==> src/hw/rtl/ilid_pkg.sv <==
`timescale 1ns / 1ps
// ----------------------------------------------------------------------------
// ilid_pkg: shared types and constants of the indexed list store
// Beat types, operation and status codes, and the control bundle that the
// top level broadcasts to every cell of the chain.
// ----------------------------------------------------------------------------
package ilid_pkg;

  localparam int CAPACITY = 64;
  localparam int DATA_W   = 32;
  localparam int POS_W    = 7;
  localparam int CNT_W    = 7;
  localparam int SLOT_W   = $clog2(CAPACITY);
  localparam int SWEEP_W  = $clog2(CAPACITY + 1);

  localparam logic [CNT_W-1:0]   CAP_COUNT = CNT_W'(CAPACITY);
  localparam logic [SWEEP_W-1:0] SWEEP_END = SWEEP_W'(CAPACITY);

  localparam logic [1:0] OP_READ   = 2'd0;
  localparam logic [1:0] OP_INSERT = 2'd1;
  localparam logic [1:0] OP_DELETE = 2'd2;
  localparam logic [1:0] OP_APPEND = 2'd3;

  localparam logic [1:0] ST_DONE  = 2'd0;
  localparam logic [1:0] ST_RANGE = 2'd1;
  localparam logic [1:0] ST_FULL  = 2'd2;

  localparam logic signed [DATA_W-1:0] READ_MISS = -32'sd1;

  typedef struct packed {
    logic [1:0]               operation;
    logic [POS_W-1:0]         position;
    logic signed [DATA_W-1:0] item_value;
  } in_beat_t;

  typedef struct packed {
    logic signed [DATA_W-1:0] read_value;
    logic [1:0]               status;
    logic [CNT_W-1:0]         element_count;
  } out_beat_t;

  typedef struct packed {
    logic                     ins;
    logic                     del;
    logic [POS_W-1:0]         pos;
    logic signed [DATA_W-1:0] value;
    logic [POS_W-1:0]         rd_pos;
  } cell_ctrl_t;

endpackage

==> src/hw/rtl/ilid_cell.sv <==
`timescale 1ns / 1ps
// ----------------------------------------------------------------------------
// ilid_cell: one slot of the element chain
// Holds one element. On insert, takes the left neighbor or the new value; on
// delete, takes the right neighbor. A read bus passes through every cell one
// stage per cycle and picks up this slot's element when its index matches.
// ----------------------------------------------------------------------------
module ilid_cell (
  input  logic                              clk,
  input  logic [ilid_pkg::SLOT_W-1:0]       cell_idx,
  input  ilid_pkg::cell_ctrl_t              ctrl,
  input  logic signed [ilid_pkg::DATA_W-1:0] left_elem,
  input  logic signed [ilid_pkg::DATA_W-1:0] right_elem,
  input  logic signed [ilid_pkg::DATA_W-1:0] bus_in,
  output logic signed [ilid_pkg::DATA_W-1:0] elem,
  output logic signed [ilid_pkg::DATA_W-1:0] bus_out
);

  logic [ilid_pkg::POS_W-1:0]         idx_ext;
  logic signed [ilid_pkg::DATA_W-1:0] elem_r, elem_nxt;
  logic signed [ilid_pkg::DATA_W-1:0] bus_r, bus_nxt;

  assign idx_ext = ilid_pkg::POS_W'(cell_idx);

  always_comb begin
    elem_nxt = elem_r;
    if (ctrl.ins) begin
      if (idx_ext > ctrl.pos) begin
        elem_nxt = left_elem;
      end else if (idx_ext == ctrl.pos) begin
        elem_nxt = ctrl.value;
      end
    end else if (ctrl.del) begin
      if (idx_ext >= ctrl.pos) begin
        elem_nxt = right_elem;
      end
    end
    bus_nxt = (idx_ext == ctrl.rd_pos) ? elem_r : bus_in;
  end

  always_ff @(posedge clk) begin
    elem_r <= elem_nxt;
    bus_r  <= bus_nxt;
  end

  assign elem    = elem_r;
  assign bus_out = bus_r;

endmodule

==> config.mk <==
export PLATFORM = sky130hd
export DESIGN_NAME = ilid_cell
export DESIGN_NICKNAME = d
export VERILOG_FILES = /design/src/hw/rtl/ilid_pkg.sv /design/src/hw/rtl/ilid_cell.sv
export SDC_FILE = /design/constraint.sdc
export NUM_CORES = 1
export LEC_CHECK = 0
export ABC_AREA = 1
export BUFFER_PORTS_ARGS = -buffer_cell sky130_fd_sc_hd__clkbuf_2
export CAP_MARGIN = 20
export CORE_ASPECT_RATIO = 1.25
export CORE_MARGIN = 4
export CORE_UTILIZATION = 39
export DETAILED_ROUTE_END_ITERATION = 7
export HOLD_SLACK_MARGIN = 0.08
export PLACE_DENSITY = 0.78
export SLEW_MARGIN = 20
export SYNTH_ARGS = -nofsm -noshare
export SYNTH_HDL_FRONTEND = slang
export SYNTH_SLANG_ARGS = --single-unit
==> constraint.sdc <==
create_clock -name clk -period 2.4 [get_ports clk]
set_clock_uncertainty 0.1 [all_clocks]
set_input_delay 0.36 -clock clk [delete_from_list [all_inputs] [get_ports clk]]
set_output_delay 0.36 -clock clk [all_outputs]
set_load 0.1 [all_outputs]
==> results.txt <==
Leakage Power: 2.82 nW
Count of different cell masters after synthesis: 22
Part of the cycle the worst path needs: 78.7%
Post-DR wirelength/cell: 13.3 um
Die ar.: 10200 um^2
Hold Path Class: input pin to flop
Synth top area cells: edfxtp_1 (29%), dfxtp_1 (19%), nand2_1 (19%)
Worst-Skew Late Latency: 0.32 ns
Worst-path clk slew: 0.07 ns
Post-DRT Antenna Nets: 0
Initial Util: 40.4%
Num ports: 215
Initial detailed-routing violation count: 181
Slew Viols, Final: 0
F_max: 0.529 GHz
Synthesized instance count: 461
Root Buffer: clkbuf_8
GRT Total Usage: 20.5%
Vias in the first global route: 3670
Die span in x: 91.1 um
Int Pwr: 1.89 mW
First-pass detailed-route iteration total: 4
DRC: 0
Most common cell after layout, fill and taps aside: clkbuf_2
Area Growth Syn to Fin: 39.7%
Net Switching: 1.40 mW
Most frequent cells in the layout: clkbuf_2 (214), nand2_1 (170), nand3_1 (99)
# clock sinks: 64
Status: complete, no violations
Post-Synthesis Cell Area: 3360 um^2
Critical path arrival: 1.79 ns
Worst IR Drop VDD: 0.000338 V
Least-Margin Pin Slew: 0.991 ns
Ys Warns: 0
Seq pwr share: 39.9%
Cell Pwr Density: 700 nW/um^2
Die Y: 112 um
Maxcap violations: 0
Setup TNS: 0 ns
Share of cells above drive strength 1: 36.7%
Largest net degree at the start of global routing: 33
Antenna Cells: 0
Nets: 833
Cts repair resizes: 0
Tmin final: 1.89 ns
DRT Wirelength: 10.4 mm
Worst EP required: 2.30 ns
Synth top area share: 28.6%
Critical path peak fanout: 22
Routed vias: 3632
Logic gate share of total power: 37.1%
Initial antenna violation count: 0
WS Path Type: input pin to flop
CTS buffer count: 9
# Post-CTS Setup Buffers: 0
H-tree levels: 3
Syn nets: 618
Mean Syn Cell Area: 7.30 um^2
Setup Viol. Count Final: 0
Via/cell ratio: 4.67
Sequential fraction of the synthesis area: 47.6%
Grt total ovfl: 0
Max transition margin: 33.8%
Clk buf depth: 2
Startpoint types: input pin
Yosys top cell by area: edfxtp_1
Row count: 37
Core Region: 8330 um^2
RSZ-0062 raised after global routing: no
First-pass GRT wire length: 16.7 mm
Post-synthesis register bit count: 64
Switching fraction of total power: 42.6%
TritonCTS clock tree: yes
GP Congestion: 0.869
Port Buf Inserts: 214
Power share of the clock group: 23.0%
DP HPWL: 8.60 mm
Critical Path Sink Type: flop
Final hold vios: 0
Cts hold-fix bufs: 0
Utilization after layout: 56.4%
[power by group through the flow]
stage	clock (mW)	combinational, mW	sequential, mW
2_1_floorplan	0	0.252	2.01
3_3_place_gp	0	1.21	1.33
3_5_place_dp	0	1.23	1.34
4_1_cts	0.779	1.23	1.31
5_1_grt	0.832	1.29	1.32
6_report	0.757	1.22	1.31
[layout make-up]
class	instances	area [um^2]
Clock buffer	12	135
Clock inverter	4	21.3
Fill cell	800	3640
Inverter	80	304
Multi-Input combinational cell	292	1330
Sequential cell	64	1600
Tap cell	97	121
Timing Repair Buffer	229	1180
[registers in the layout, indices dropped and copies added, names as in the netlist]
register / flops
bus_out: 32
elem: 32
[per-layer routing]
metal / GRT usage (%) / up-vias / wire [um]
met5: 0 / - / 0
met4: 7.34 / 0 / 161
met3: 5.00 / 12 / 718
met2: 38.5 / 153 / 5720
met1: 22.1 / 1607 / 3780
li1: - / 1860 / -
[logic make-up after synthesis]
family          after synthesis  share of synthesized area [%]
simple gates                278                           35.8
buf+inv                     105                           12.8
xor+xnor                      3                          0.781
fa+ha+maj                     6                           2.23
flops                        64                           47.6
compound gates                5                          0.781
[cell usage after synthesis]
library cell and instances:
buf_1 2, edfxtp_1 32, nand2_2 2, o22ai_1 1, nand2_1 170, xnor2_1 1
nor2_1 2, clkbuf_1 8, a21oi_1 3, buf_2 12, dfxtp_1 32, nor3_4 1
ha_1 6, nand3_2 1, nand3_1 99, xor2_1 2, inv_1 80, buf_6 3
o21ai_0 1, or2_2 1, nor2_2 1, nor3_2 1
[final timing paths]
path,cells past startpoint,from,slack (ns),to
worst min-delay path,3,bus_in[17],0.12,bus_out[17]
worst max-delay path,9,cell_idx[5],0.51,elem[9]
worst max register to register,2,elem[29],1.60,bus_out[29]
worst min register to register,2,elem[26],0.40,bus_out[26]
[critical path, cell delays in order]
cell and delay [ns]:
clkbuf_2 0.10, ha_1 0.27, inv_1 0.05, nor3_2 0.22, nand3_2 0.16, nand3_1 0.09, o21ai_0 0.13, clkinvlp_4 0.11
buf_4 0.28
[stage by stage]
step	setup slack [ns]	hold WS, ns	std cells	cell area, um^2	power (mW)
after detailed placement	0.179	0.388	762	4540	2.56
after global routing	0.377	0.0968	778	4700	3.44
after CTS	0.519	0.0995	778	4700	3.32
after floorplan	0.0917	0.363	461	3370	2.26
final	0.511	0.119	778	4700	3.29
after global placement	0.237	0.386	762	4540	2.54
(Power assumes the default switching activity.)
